--- config.mk ---
export PLATFORM = sky130hd
export DESIGN_NAME = cascade_pd_jerk_controller
export DESIGN_NICKNAME = d
export VERILOG_FILES = /design/src/rtl/core/cpj_pkg.sv /design/src/rtl/core/cpj_serial_mult.sv /design/src/rtl/core/cpj_err_store.sv /design/src/rtl/core/cpj_ctrl.sv /design/src/rtl/core/cascade_pd_jerk_controller.sv
export SDC_FILE = /design/constraint.sdc
export NUM_CORES = 2
export LEC_CHECK = 0
export ABC_AREA = 1
export ABC_CLOCK_PERIOD_IN_PS = 8650
export BUFFER_PORTS_ARGS = -buffer_cell sky130_fd_sc_hd__clkbuf_2
export CORE_ASPECT_RATIO = 1.5
export CORE_MARGIN = 10
export CORE_UTILIZATION = 57
export CTS_BUF_LIST = sky130_fd_sc_hd__clkbuf_8 sky130_fd_sc_hd__clkbuf_16
export DETAILED_ROUTE_END_ITERATION = 12
export PLACE_DENSITY = 0.77
export SETUP_SLACK_MARGIN = 0.2
export SLEW_MARGIN = 10
export SYNTH_ARGS = -nofsm -noshare
export SYNTH_HDL_FRONTEND = slang
export SYNTH_SLANG_ARGS = --single-unit
--- constraint.sdc ---
create_clock -name clk -period 8.65 [get_ports clk]
set_input_delay 2.1625 -clock clk [delete_from_list [all_inputs] [get_ports clk]]
set_output_delay 2.1625 -clock clk [all_outputs]
set_load 0.02 [all_outputs]
--- src/rtl/core/cpj_pkg.sv ---
// ----------------------------------------------------------------------------
// cpj_pkg
// Shared types, widths, codes and saturation helper for the cascaded PD
// jerk controller.
// ----------------------------------------------------------------------------
package cpj_pkg;

  localparam int JOINTS  = 6;
  localparam int JOINT_W = 3;
  localparam logic [JOINT_W-1:0] JOINT_MAX = JOINT_W'(JOINTS - 1);

  localparam int DATA_W = 32;
  localparam int GAIN_W = 24;
  localparam int INV_W  = 27;

  localparam int IN_TDATA_W  = 136;
  localparam int OUT_TDATA_W = 40;
  localparam int CFG_IDX_W   = 3;
  localparam int CFG_DATA_W  = 27;

  localparam int MUL_A_W    = 33;
  localparam int DIG_W      = 4;
  localparam int MUL_DIGITS = 7;
  localparam int MUL_B_W    = DIG_W * MUL_DIGITS;
  localparam int MUL_CNT_W  = 3;
  localparam int MUL_HI_W   = MUL_A_W + 1;
  localparam int MUL_P_W    = MUL_HI_W + MUL_B_W;
  localparam int FRAC_W     = 16;
  localparam int PQ_W       = MUL_P_W - FRAC_W;
  localparam int SAT_W      = PQ_W + 1;

  typedef enum logic [CFG_IDX_W-1:0] {
    REG_POS_P = 3'd0,
    REG_POS_D = 3'd1,
    REG_VEL_P = 3'd2,
    REG_VEL_D = 3'd3,
    REG_ACC_P = 3'd4,
    REG_ACC_D = 3'd5,
    REG_INV_T = 3'd6
  } cfg_reg_t;

  typedef enum logic [1:0] {
    STG_POS = 2'd0,
    STG_VEL = 2'd1,
    STG_ACC = 2'd2
  } stage_t;

  typedef enum logic [1:0] {
    OP_P     = 2'd0,
    OP_D     = 2'd1,
    OP_SCALE = 2'd2
  } op_t;

  typedef enum logic [2:0] {
    S_IDLE,
    S_ERR,
    S_LOAD,
    S_RUN,
    S_SUM,
    S_DONE
  } state_t;

  typedef struct packed {
    logic [GAIN_W-1:0] pos_p;
    logic [GAIN_W-1:0] pos_d;
    logic [GAIN_W-1:0] vel_p;
    logic [GAIN_W-1:0] vel_d;
    logic [GAIN_W-1:0] acc_p;
    logic [GAIN_W-1:0] acc_d;
    logic [INV_W-1:0]  inv_t;
  } gains_t;

  typedef struct packed {
    logic [JOINT_W-1:0]       joint;
    logic                     restart;
    logic signed [DATA_W-1:0] goal;
    logic signed [DATA_W-1:0] pos;
    logic signed [DATA_W-1:0] vel;
    logic signed [DATA_W-1:0] acc;
  } item_t;

  typedef struct packed {
    logic [JOINT_W-1:0]       joint;
    logic signed [DATA_W-1:0] jerk;
  } result_t;

  function automatic logic signed [DATA_W-1:0] sat32(input logic signed [SAT_W-1:0] v);
    logic fits;
    fits = (v[SAT_W-1:DATA_W-1] == '0) || (v[SAT_W-1:DATA_W-1] == '1);
    if (fits) begin
      return v[DATA_W-1:0];
    end else if (v[SAT_W-1]) begin
      return {1'b1, {(DATA_W-1){1'b0}}};
    end else begin
      return {1'b0, {(DATA_W-1){1'b1}}};
    end
  endfunction

endpackage

--- src/rtl/core/cpj_serial_mult.sv ---
// ----------------------------------------------------------------------------
// cpj_serial_mult
// Digit-serial multiplier: signed multiplicand times unsigned multiplier,
// one 4-bit multiplier digit per cycle, least significant digit first.
// ----------------------------------------------------------------------------
module cpj_serial_mult (
  input  logic                                 clk,
  input  logic                                 rst_n,
  input  logic                                 start,
  input  logic signed [cpj_pkg::MUL_A_W-1:0]   a,
  input  logic        [cpj_pkg::MUL_B_W-1:0]   b,
  output logic                                 done,
  output logic signed [cpj_pkg::MUL_P_W-1:0]   prod
);
  import cpj_pkg::*;

  logic                       busy_r, busy_nxt;
  logic                       done_r, done_nxt;
  logic [MUL_CNT_W-1:0]       cnt_r, cnt_nxt;
  logic signed [MUL_A_W-1:0]  a_r;
  logic signed [MUL_HI_W-1:0] hi_r, hi_nxt;
  logic [MUL_B_W-1:0]         lo_r, lo_nxt;
  logic signed [MUL_HI_W+DIG_W-1:0] pp;
  logic signed [MUL_HI_W+DIG_W-1:0] sum;

  always_comb begin
    pp     = a_r * $signed({1'b0, lo_r[DIG_W-1:0]});
    sum    = {{DIG_W{hi_r[MUL_HI_W-1]}}, hi_r} + pp;
    hi_nxt = sum[MUL_HI_W+DIG_W-1:DIG_W];
    lo_nxt = {sum[DIG_W-1:0], lo_r[MUL_B_W-1:DIG_W]};
    busy_nxt = busy_r;
    cnt_nxt  = cnt_r;
    done_nxt = 1'b0;
    if (start) begin
      busy_nxt = 1'b1;
      cnt_nxt  = '0;
    end else if (busy_r) begin
      cnt_nxt = cnt_r + 1'b1;
      if (cnt_r == MUL_CNT_W'(MUL_DIGITS - 1)) begin
        busy_nxt = 1'b0;
        done_nxt = 1'b1;
      end
    end
  end

  always_ff @(posedge clk) begin
    if (!rst_n) begin
      busy_r <= 1'b0;
      done_r <= 1'b0;
      cnt_r  <= '0;
    end else begin
      busy_r <= busy_nxt;
      done_r <= done_nxt;
      cnt_r  <= cnt_nxt;
    end
  end

  always_ff @(posedge clk) begin
    if (start) begin
      a_r  <= a;
      hi_r <= '0;
      lo_r <= b;
    end else if (busy_r) begin
      hi_r <= hi_nxt;
      lo_r <= lo_nxt;
    end
  end

  assign done = done_r;
  assign prod = {hi_r, lo_r};

endmodule

--- src/rtl/core/cpj_err_store.sv ---
// ----------------------------------------------------------------------------
// cpj_err_store
// Per-joint stored errors of the position, velocity and acceleration stages.
// ----------------------------------------------------------------------------
module cpj_err_store (
  input  logic                               clk,
  input  logic                               rst_n,
  input  cpj_pkg::stage_t                    stage,
  input  logic [cpj_pkg::JOINT_W-1:0]        joint,
  input  logic                               we,
  input  logic signed [cpj_pkg::DATA_W-1:0]  wdata,
  output logic signed [cpj_pkg::DATA_W-1:0]  rdata
);
  import cpj_pkg::*;

  logic signed [DATA_W-1:0] pos_err_r [JOINTS];
  logic signed [DATA_W-1:0] vel_err_r [JOINTS];
  logic signed [DATA_W-1:0] acc_err_r [JOINTS];

  always_comb begin
    case (stage)
      STG_POS: rdata = pos_err_r[joint];
      STG_VEL: rdata = vel_err_r[joint];
      STG_ACC: rdata = acc_err_r[joint];
      default: rdata = '0;
    endcase
  end

  always_ff @(posedge clk) begin
    if (!rst_n) begin
      for (int k = 0; k < JOINTS; k++) begin
        pos_err_r[k] <= '0;
        vel_err_r[k] <= '0;
        acc_err_r[k] <= '0;
      end
    end else if (we) begin
      case (stage)
        STG_POS: pos_err_r[joint] <= wdata;
        STG_VEL: vel_err_r[joint] <= wdata;
        STG_ACC: acc_err_r[joint] <= wdata;
        default: ;
      endcase
    end
  end

endmodule

--- src/rtl/core/cpj_ctrl.sv ---
// ----------------------------------------------------------------------------
// cpj_ctrl
// Sequencer for the three cascaded PD stages; drives the shared digit-serial
// multiplier and the stored-error bank.
// ----------------------------------------------------------------------------
module cpj_ctrl (
  input  logic             clk,
  input  logic             rst_n,
  input  logic             start,
  input  cpj_pkg::item_t   item,
  input  cpj_pkg::gains_t  gains,
  output logic             idle,
  output logic             res_valid,
  input  logic             res_ready,
  output cpj_pkg::result_t res
);
  import cpj_pkg::*;

  state_t state_r, state_nxt;
  stage_t stage_r, stage_nxt;
  op_t    op_r, op_nxt;

  logic [JOINT_W-1:0]       joint_r, joint_nxt;
  logic                     restart_r, restart_nxt;
  logic signed [DATA_W-1:0] ref_r, ref_nxt;
  logic signed [DATA_W-1:0] pos_r, pos_nxt;
  logic signed [DATA_W-1:0] vel_r, vel_nxt;
  logic signed [DATA_W-1:0] acc_r, acc_nxt;
  logic signed [DATA_W-1:0] err_r, err_nxt;
  logic signed [DATA_W:0]   diff_r, diff_nxt;
  logic signed [PQ_W-1:0]   p_r, p_nxt;
  logic signed [DATA_W-1:0] t_r, t_nxt;
  logic signed [PQ_W-1:0]   d_r, d_nxt;
  logic signed [DATA_W-1:0] jerk_r, jerk_nxt;

  logic signed [DATA_W-1:0]  meas;
  logic signed [DATA_W:0]    raw_err;
  logic signed [DATA_W-1:0]  err;
  logic signed [DATA_W-1:0]  stored;
  logic signed [DATA_W-1:0]  prev;
  logic signed [DATA_W-1:0]  stage_out;
  logic                      store_we;
  logic signed [DATA_W-1:0]  store_rdata;

  logic                      mul_start;
  logic signed [MUL_A_W-1:0] mul_a;
  logic [MUL_B_W-1:0]        mul_b;
  logic                      mul_done;
  logic signed [MUL_P_W-1:0] mul_prod;
  logic signed [PQ_W-1:0]    prod_q;
  logic [GAIN_W-1:0]         p_gain;
  logic [GAIN_W-1:0]         d_gain;

  cpj_serial_mult u_mult (
    .clk   (clk),
    .rst_n (rst_n),
    .start (mul_start),
    .a     (mul_a),
    .b     (mul_b),
    .done  (mul_done),
    .prod  (mul_prod)
  );

  cpj_err_store u_store (
    .clk   (clk),
    .rst_n (rst_n),
    .stage (stage_r),
    .joint (joint_r),
    .we    (store_we),
    .wdata (err),
    .rdata (store_rdata)
  );

  always_comb begin
    case (stage_r)
      STG_POS: begin
        meas   = pos_r;
        p_gain = gains.pos_p;
        d_gain = gains.pos_d;
      end
      STG_VEL: begin
        meas   = vel_r;
        p_gain = gains.vel_p;
        d_gain = gains.vel_d;
      end
      default: begin
        meas   = acc_r;
        p_gain = gains.acc_p;
        d_gain = gains.acc_d;
      end
    endcase

    raw_err = {ref_r[DATA_W-1], ref_r} - {meas[DATA_W-1], meas};
    err     = sat32({{(SAT_W-DATA_W-1){raw_err[DATA_W]}}, raw_err});
    stored  = restart_r ? '0 : store_rdata;
    prev    = (stored == '0) ? err : stored;

    case (op_r)
      OP_P: begin
        mul_a = {err_r[DATA_W-1], err_r};
        mul_b = MUL_B_W'(p_gain);
      end
      OP_D: begin
        mul_a = diff_r;
        mul_b = MUL_B_W'(d_gain);
      end
      default: begin
        mul_a = {t_r[DATA_W-1], t_r};
        mul_b = MUL_B_W'(gains.inv_t);
      end
    endcase

    prod_q    = mul_prod[MUL_P_W-1:FRAC_W];
    stage_out = sat32({p_r[PQ_W-1], p_r} + {d_r[PQ_W-1], d_r});
  end

  always_comb begin
    state_nxt   = state_r;
    stage_nxt   = stage_r;
    op_nxt      = op_r;
    joint_nxt   = joint_r;
    restart_nxt = restart_r;
    ref_nxt     = ref_r;
    pos_nxt     = pos_r;
    vel_nxt     = vel_r;
    acc_nxt     = acc_r;
    err_nxt     = err_r;
    diff_nxt    = diff_r;
    p_nxt       = p_r;
    t_nxt       = t_r;
    d_nxt       = d_r;
    jerk_nxt    = jerk_r;
    idle        = 1'b0;
    res_valid   = 1'b0;
    store_we    = 1'b0;
    mul_start   = 1'b0;

    case (state_r)
      S_IDLE: begin
        idle = 1'b1;
        if (start) begin
          joint_nxt   = item.joint;
          restart_nxt = item.restart;
          ref_nxt     = item.goal;
          pos_nxt     = item.pos;
          vel_nxt     = item.vel;
          acc_nxt     = item.acc;
          stage_nxt   = STG_POS;
          if (item.joint > JOINT_MAX) begin
            jerk_nxt  = '0;
            state_nxt = S_DONE;
          end else begin
            state_nxt = S_ERR;
          end
        end
      end
      S_ERR: begin
        store_we  = 1'b1;
        err_nxt   = err;
        diff_nxt  = {err[DATA_W-1], err} - {prev[DATA_W-1], prev};
        op_nxt    = OP_P;
        state_nxt = S_LOAD;
      end
      S_LOAD: begin
        mul_start = 1'b1;
        state_nxt = S_RUN;
      end
      S_RUN: begin
        if (mul_done) begin
          case (op_r)
            OP_P: begin
              p_nxt     = prod_q;
              op_nxt    = OP_D;
              state_nxt = S_LOAD;
            end
            OP_D: begin
              t_nxt     = sat32({prod_q[PQ_W-1], prod_q});
              op_nxt    = OP_SCALE;
              state_nxt = S_LOAD;
            end
            default: begin
              d_nxt     = prod_q;
              state_nxt = S_SUM;
            end
          endcase
        end
      end
      S_SUM: begin
        ref_nxt = stage_out;
        case (stage_r)
          STG_POS: begin
            stage_nxt = STG_VEL;
            state_nxt = S_ERR;
          end
          STG_VEL: begin
            stage_nxt = STG_ACC;
            state_nxt = S_ERR;
          end
          default: begin
            jerk_nxt  = stage_out;
            state_nxt = S_DONE;
          end
        endcase
      end
      S_DONE: begin
        res_valid = 1'b1;
        if (res_ready) begin
          state_nxt = S_IDLE;
        end
      end
      default: begin
        state_nxt = S_IDLE;
      end
    endcase
  end

  always_ff @(posedge clk) begin
    if (!rst_n) begin
      state_r <= S_IDLE;
      stage_r <= STG_POS;
      op_r    <= OP_P;
    end else begin
      state_r <= state_nxt;
      stage_r <= stage_nxt;
      op_r    <= op_nxt;
    end
  end

  always_ff @(posedge clk) begin
    joint_r   <= joint_nxt;
    restart_r <= restart_nxt;
    ref_r     <= ref_nxt;
    pos_r     <= pos_nxt;
    vel_r     <= vel_nxt;
    acc_r     <= acc_nxt;
    err_r     <= err_nxt;
    diff_r    <= diff_nxt;
    p_r       <= p_nxt;
    t_r       <= t_nxt;
    d_r       <= d_nxt;
    jerk_r    <= jerk_nxt;
  end

  assign res.joint = joint_r;
  assign res.jerk  = jerk_r;

endmodule

--- src/rtl/core/cascade_pd_jerk_controller.sv ---
// ----------------------------------------------------------------------------
// cascade_pd_jerk_controller
// An item with a valid joint is worked through the three PD stages in turn, and
// no new item is taken until its result has left the sequencer for the output
// register. Each stage runs three multiplies on one shared 4-bit-digit serial
// multiplier, plus an error step and a sum step. A joint out of range gives a
// zero command without any multiply. Synchronous active-low reset restores
// the gain defaults and zeroes stored errors; items are taken right after.
// ----------------------------------------------------------------------------
module cascade_pd_jerk_controller (
  input  logic                                 clk,
  input  logic                                 rst_n,
  // in_tdata: joint_index[2:0], goal_position[34:3], position[66:35],
  //           velocity[98:67], acceleration[130:99], zero fill above.
  input  logic                                 in_tvalid,
  output logic                                 in_tready,
  input  logic [cpj_pkg::IN_TDATA_W-1:0]       in_tdata,
  // in_tuser: restart[0].
  input  logic                                 in_tuser,
  // out_tdata: joint_out[2:0], jerk_command[34:3], zero fill above.
  output logic                                 out_tvalid,
  input  logic                                 out_tready,
  output logic [cpj_pkg::OUT_TDATA_W-1:0]      out_tdata,
  input  logic                                 cfg_wen,
  input  logic [cpj_pkg::CFG_IDX_W-1:0]        cfg_index,
  input  logic [cpj_pkg::CFG_DATA_W-1:0]       cfg_wdata
);
  import cpj_pkg::*;

  gains_t  gains_r, gains_nxt;
  item_t   item;
  result_t res;
  logic    ctrl_idle;
  logic    res_valid;
  logic    res_ready;
  logic    out_valid_r, out_valid_nxt;
  result_t out_res_r;

  always_comb begin
    gains_nxt = gains_r;
    if (cfg_wen) begin
      case (cfg_index)
        REG_POS_P: gains_nxt.pos_p = cfg_wdata[GAIN_W-1:0];
        REG_POS_D: gains_nxt.pos_d = cfg_wdata[GAIN_W-1:0];
        REG_VEL_P: gains_nxt.vel_p = cfg_wdata[GAIN_W-1:0];
        REG_VEL_D: gains_nxt.vel_d = cfg_wdata[GAIN_W-1:0];
        REG_ACC_P: gains_nxt.acc_p = cfg_wdata[GAIN_W-1:0];
        REG_ACC_D: gains_nxt.acc_d = cfg_wdata[GAIN_W-1:0];
        REG_INV_T: gains_nxt.inv_t = cfg_wdata[INV_W-1:0];
        default: ;
      endcase
    end
  end

  always_ff @(posedge clk) begin
    if (!rst_n) begin
      gains_r.pos_p <= GAIN_W'(196608);
      gains_r.pos_d <= GAIN_W'(64881);
      gains_r.vel_p <= GAIN_W'(137626);
      gains_r.vel_d <= GAIN_W'(6554);
      gains_r.acc_p <= GAIN_W'(655360);
      gains_r.acc_d <= GAIN_W'(32768);
      gains_r.inv_t <= INV_W'(8192000);
    end else begin
      gains_r <= gains_nxt;
    end
  end

  assign item.joint   = in_tdata[2:0];
  assign item.restart = in_tuser;
  assign item.goal    = in_tdata[34:3];
  assign item.pos     = in_tdata[66:35];
  assign item.vel     = in_tdata[98:67];
  assign item.acc     = in_tdata[130:99];

  assign in_tready = ctrl_idle;

  cpj_ctrl u_ctrl (
    .clk       (clk),
    .rst_n     (rst_n),
    .start     (in_tvalid & ctrl_idle),
    .item      (item),
    .gains     (gains_r),
    .idle      (ctrl_idle),
    .res_valid (res_valid),
    .res_ready (res_ready),
    .res       (res)
  );

  assign res_ready = !out_valid_r || out_tready;

  always_comb begin
    out_valid_nxt = out_valid_r;
    if (res_valid && res_ready) begin
      out_valid_nxt = 1'b1;
    end else if (out_tready) begin
      out_valid_nxt = 1'b0;
    end
  end

  always_ff @(posedge clk) begin
    if (!rst_n) begin
      out_valid_r <= 1'b0;
    end else begin
      out_valid_r <= out_valid_nxt;
    end
  end

  always_ff @(posedge clk) begin
    if (res_valid && res_ready) begin
      out_res_r <= res;
    end
  end

  assign out_tvalid = out_valid_r;
  assign out_tdata  = {{(OUT_TDATA_W-JOINT_W-DATA_W){1'b0}}, out_res_r.jerk, out_res_r.joint};

endmodule

**Yosys cells after proc, flatten, opt, wreduce, memory -nomap -nowiden**

Memory sizes are Yosys's and may differ from the RTL's. A register that Yosys moved wholly into a read port is not among the register bits.
Cells that the tools add are included.

- Flip-flop bits (word level): 667
- Memory bits (writable): 576
- Input port bits: 172
- Output and inout port bits: 42
- Memories: 3

- Add/sub/neg operators: 5
- Multipliers: 1
- $lt $le $gt $ge: 1
- Equal/unequal tests: 25
- Mux-type cells: 70
- Bitwise operators: 4
- Reduce and logical (&&, ||, !) cells: 41

Memory list:

| memory | words | bits a word | rd ports | clocked after memory_dff | wr ports | line | source |
|---|---|---|---|---|---|---|---|
| u_ctrl.u_store.acc_err_r | 6 | 32 | 1 | 1 | 6 | cpj_err_store.sv:18 | `logic signed [DATA_W-1:0] acc_err_r [JOINTS];` |
| u_ctrl.u_store.pos_err_r | 6 | 32 | 1 | 1 | 6 | cpj_err_store.sv:16 | `logic signed [DATA_W-1:0] pos_err_r [JOINTS];` |
| u_ctrl.u_store.vel_err_r | 6 | 32 | 1 | 1 | 6 | cpj_err_store.sv:17 | `logic signed [DATA_W-1:0] vel_err_r [JOINTS];` |

Operators by type and width:

| operator | count |
|---|---|
| 2-to-1 mux 32 bit | 15 |
| one-hot mux 32 bit (2 select lines) | 3 |
| one-hot mux 24 bit (2 select lines) | 2 |
| one-hot mux 32 bit (3 select lines) | 1 |
| OR reduction 32 bit | 3 |
| one-hot mux 33 bit (2 select lines) | 1 |
| subtractor 32 x 32 -> 33 bit | 2 |
| 2-to-1 mux 28 bit | 2 |
| one-hot mux 27 bit (2 select lines) | 1 |
| == test 16 bit (second input constant) | 3 |
| logical NOT 16 bit | 3 |
| adder 46 x 46 -> 47 bit | 1 |
| adder 38 bit | 1 |
| multiplier 33 x 5 -> 38 bit | 1 |
| 2-to-1 mux 3 bit | 12 |
| logical NOT 32 bit | 1 |
| 2-to-1 mux 1 bit | 26 |
| == test 3 bit (second input constant) | 6 |
| one-hot mux 3 bit (6 select lines) | 1 |
| AND reduction 2 bit | 9 |
| AND reduction 3 bit | 6 |
| one-hot mux 2 bit (2 select lines) | 4 |
| == test 3 x 2 -> 1 bit (second input constant) | 4 |
| nonzero test 2 bit | 4 |
| 20 further kinds | 35 |

**Depth between registers and ports, before layout**

- Depth after elaboration: 8
- Gate-level depth with buffers: 35

**Cells and area by module**

A second synthesis with hierarchy kept.

- Cells, all modules: 9103
- Area, all modules: 76382.0 µm²

Modules (own cells, without submodules):

| module | instances | cells each | area an instance (µm²) | seq. area each (µm²) |
|---|---|---|---|---|
| cpj_err_store | 1 | 3816 | 35482.8 | 23062.1 |
| cpj_ctrl | 1 | 2950 | 23084.6 | 10740.3 |
| cpj_serial_mult | 1 | 1354 | 10089.7 | 2612.5 |
| cascade_pd_jerk_controller | 1 | 983 | 7724.9 | 4494.3 |

**Worst setup path after synthesis**

OpenSTA, ideal clock, no wires.

- Path type: in2reg
- From: in in_tvalid
- To: reg u_ctrl.jerk_r[0], enable pin
- Setup time: 0.432 ns
- Arrival: 8.763 ns
- Slack: -0.545 ns
- Cell stages on the path: 4
- Cells stage by stage: inv_1 > nor2_1 > inv_1 > a21oi_1

- Longest elaborated chain between the ends: 3

Ends and longest elaborated chain:

| what | line | source |
|---|---|---|
| start: declaration | cascade_pd_jerk_controller.sv:15 | `input logic in_tvalid,` |
| AND 1 bit | cascade_pd_jerk_controller.sv:81 | `.start (in_tvalid & ctrl_idle),` |
| != test 2 x 1 -> 1 bit (no line) | n/a |  |
| AND reduction 4 bit (no line) | n/a |  |
| end signal: assignment | cpj_ctrl.sv:241 | `jerk_r <= jerk_nxt;` |
| end: declaration | cpj_ctrl.sv:34 | `logic signed [DATA_W-1:0] jerk_r, jerk_nxt;` |

No other way between the ends.
A chain may end at the register's enable or synchronous reset.

**Worst setup path after layout**

- From: reg u_ctrl.stage_r[0]
- To: reg u_ctrl.diff_r[28], data pin

- Longest elaborated chain between the ends: 8

Ends and longest elaborated chain:

| what | line | source |
|---|---|---|
| start: declaration | cpj_ctrl.sv:20 | `stage_t stage_r, stage_nxt;` |
| start signal: assignment | cpj_ctrl.sv:224 | `stage_r <= stage_nxt;` |
| == test 2 x 1 -> 1 bit or logical NOT 2 bit (tied branches) | cpj_err_store.sv:21, cpj_ctrl.sv:75 |  |
| one-hot mux 32 bit (2 select lines) | cpj_ctrl.sv:75 | `case (stage_r)` |
| subtractor 32 x 32 -> 33 bit | cpj_ctrl.sv:93 | `raw_err = {ref_r[DATA_W-1], ref_r} - {meas[DATA_W-1], meas};` |
| == test 16 bit or logical NOT 16 bit (tied branches) | cpj_pkg.sv:89 | `fits = (v[SAT_W-1:DATA_W-1] == '0) \|\| (v[SAT_W-1:DATA_W-1] == '1);` |
| logical OR 1 bit | cpj_pkg.sv:89 |  |
| 2-to-1 mux 32 bit | cpj_pkg.sv:90 | `if (fits) begin` |
| 2-to-1 mux 32 bit | cpj_ctrl.sv:96 | `prev = (stored == '0) ? err : stored;` |
| subtractor 32 x 32 -> 33 bit (*) | cpj_ctrl.sv:160 | `diff_nxt = {err[DATA_W-1], err} - {prev[DATA_W-1], prev};` |
| end signal: assignment | cpj_ctrl.sv:237 | `diff_r <= diff_nxt;` |
| end: declaration | cpj_ctrl.sv:30 | `logic signed [DATA_W:0] diff_r, diff_nxt;` |

Every way passes the cells marked *; elsewhere a longest branch is shown, timed or not.

==> results by group <==
STA
  – Hold Vio Cnt, Final: 0
  – Worst-Margin Slew: 1220 ps
  – Tcrit/Tclk final: 89.5%
  – Post-route minimum period: 7740 ps
  – Relative slew slack: 18.6%
  – F_max: 129 MHz
  – RSZ-0062 raised after global routing: false
  – Sum of negative setup slack: 0 ps
  – Endpoints failing setup: 0
  – Setup ws final: 906 ps
  – Clk_skew: 35.6 ps
  – Final Max Slew Viols: 0

Final layout
  – Final std cells w/o fill: 9784
  – P&R area growth vs syn: 9.69%
  – Layout cells sized above 1: 8.18%
  – Net count, final: 8427

Critical path
  – Buffers & Inverters on Critical Path: 4
  – Worst-path maximum fanout: 34
  – Crit path required time: 9180 ps
  – Critical path class: register to register
  – Startpoint types: register
  – Crit path largest cell delay: 580 ps
  – Element type at the critical path end: register
  – Reg2reg setup slack: 910 ps
  – Arrival time at the worst endpoint: 8280 ps
  – Slowest stage cell, crit path: nor2_2
  – CP top delay family: compound AO/OA/AOI/OAI gates

Power
  – Pwr Total: 28.8 mW
  – Power per Cell Area: 360 mW/mm²
  – Peak VDD IR: 0.000365 V
  – P_leak: 33.8 nW

Clock network
  – CTS tree: done
  – Resized Gates After CTS: 0
  – Clock sink total: 1438
  – # H-tree levels: 4
  – Clk_lat worst skew: 800 ps
  – Hold buffers post-CTS: 0
  – Clk root buf: clkbuf_16
  – CTS max path bufs: 3
  – Clock Pin Slew Worst Setup and Hold Paths: 60 ps
  – Setup repair bufs after CTS: 0
  – Total clock buffers created by CTS: 136

Place
  – HPWL Detailed: 155 mm
  – Placed cell count: 9528
  – GPL Wtd Cong: 0.951
  – Port-buffer cells: 203
  – Worst slack, placed: 940 ps

Synth
  – Sequential share of the synthesized area: 56.2%
  – Top-count cell post-synth: nor2_1
  – Yosys reg bits: 1438
  – Synth top area cells: edfxtp_1 50%, nor2_1 7.9%, nand2_1 7.5%
  – Post-synth top cells: 1531 x nor2_1, 1464 x nand2_1, 1217 x edfxtp_1, 869 x inv_1, 636 x o21ai_0
  – Synth Warn #: 0
  – Synth Instances: 7887
  – Largest area contributor in the netlist: edfxtp_1
  – Number of synthesized flops with an enable pin: 1217
  – Post-synth ARST share: 0%
  – Unique masters post-synth: 56
  – Top FF cell, synth: edfxtp_1
  – Netlist Area Pre-Place: 0.0729 mm²
  – Top-area cell type share of the netlist area: 50.1%
  – Syn Area/Cell: 9.25 µm²

Detailed routing
  – DR pass1 iterations: 7
  – Initial drt markers: 6654
  – DR vias/cell: 5.90
  – Via count: 57690
  – Antenna Nets Post-Route: 0
  – Residual DRC: 0
  – Routed len/inst: 23.3 µm
  – Post-Route WL: 228 mm

Job
  – Max Cap Viol: 0

Global route
  – Antenna violations before repair: 11
  – Global-route wire length before repair: 339 mm
  – Number of global-route vias before repair: 56619
  – Tot GR Track Use: 31.1%
  – GRT Residual Overflow: 0
  – Largest net degree at the start of global routing: 169

Floorplan
  – Starting density of the core: 57.5%
  – I/O pin total: 214
  – Die W: 312 µm
  – Die height: 458 µm
  – Core area: 0.127 mm²
  – Num rows: 160
  – Die area: 0.143 mm²

Worst hold path
  – HP Class: register to register

Outcome
  – Status: completed
## cells in the final DEF, fill, tap and decap left out, types with 39 or more instances in the layout
master	synthesis	routed
edfxtp_1	1217	1217
o221ai_1	44	44
fa_1	103	103
buf_4	13	106
inv_2	38	39
o21ai_0	636	636
inv_1	869	897
dfxtp_1	221	216
a22oi_1	56	56
clkbuf_2	0	202
o211ai_1	166	166
ha_1	187	187
nand3_1	255	255
nor3_1	55	51
a21oi_1	174	173
clkbuf_16	0	138
nor2_1	1531	1517
nand2_1	1464	1462
o21ai_1	49	49
o22ai_1	50	50
o21bai_1	63	63
xor2_1	70	70
## final cells by class
cell class | count | area, µm²
repair buffers | 314 | 1930
multi-input cells | 5163 | 27100
inverters | 912 | 3430
clock inverters | 104 | 900
flip-flops and latches | 1438 | 41000
clock buffers | 142 | 3510
well taps | 1701 | 2130
diodes | 10 | 25.0
fillers | 10420 | 46900
## logic make-up after synthesis
kind of cell    count (synthesis)  synth area share [%]
compound gates               1343                  11.0
xor+xnor                      105                  1.26
fa+ha+maj                     290                  6.03
buf+inv                      1290                  6.93
flops                        1438                  56.2
other cells                     1               0.00514
simple gates                 3420                  18.6
## where the power goes
group	internal [mW]	switching (mW)
Sequential	8.61	0.623
Combinational	4.16	9.41
Clock	3.37	2.65
## state kept, by name, indices dropped and copies added, names as in the netlist, 28 cells and up, named ones only
register / count
u_ctrl.u_store.vel_err_r: 256
u_ctrl.p_r: 46
u_ctrl.ref_r: 32
gains_r: 171
u_ctrl.vel_r: 32
u_ctrl.t_r: 32
u_ctrl.d_r: 46
u_ctrl.pos_r: 32
u_ctrl.u_store.pos_err_r: 256
u_ctrl.jerk_r: 32
u_ctrl.acc_r: 32
u_ctrl.err_r: 32
u_ctrl.u_mult.lo_r: 28
u_ctrl.u_store.acc_err_r: 256
u_ctrl.u_mult.hi_r: 34
out_tdata: 35
u_ctrl.u_mult.a_r: 33
u_ctrl.diff_r: 33
## per-layer routing
layer  vias up  part of all wire, %  track usage, %
li1      26380                    -               -
met1     27450                   33            33.9
met2      3077                   50            53.7
met3       775                  8.5            5.40
met4         8                  8.6            24.3
met5         -                0.051               0
## path summary, 6_finish.rpt
| path | depth (start not counted) | endpoint | startpoint |
|---|---|---|---|
| worst min-delay path | 0 | out_tdata[22] | u_ctrl.jerk_r[19] |
| worst max register to register | 30 | u_ctrl.diff_r[28] | u_ctrl.stage_r[0] |
| worst max-delay path | 30 | u_ctrl.diff_r[28] | u_ctrl.stage_r[0] |
| worst min register to register | 0 | out_tdata[22] | u_ctrl.jerk_r[19] |
## worst reg2reg max path, delay by kind of cell (launching register included)
kind	cells	cell delay, ps
buffers and inverters	4	1030
adder cells (fa/ha/maj)	3	1080
flip-flops	1	370
AO/OA/AOI/OAI	13	3030
AND/OR/NAND/NOR	10	1980
## per-stage QoR
stage	hold WS [ps]	cell area (µm²)	util, %
after detailed placement	405	75600	59.5
after global placement	401	75600	59.5
after global routing	425	80000	63.0
final	417	80000	63.0
after CTS	418	80000	63.0
after floorplan	400	73000	-
No activity file was read; power rests on OpenSTA's default activity.
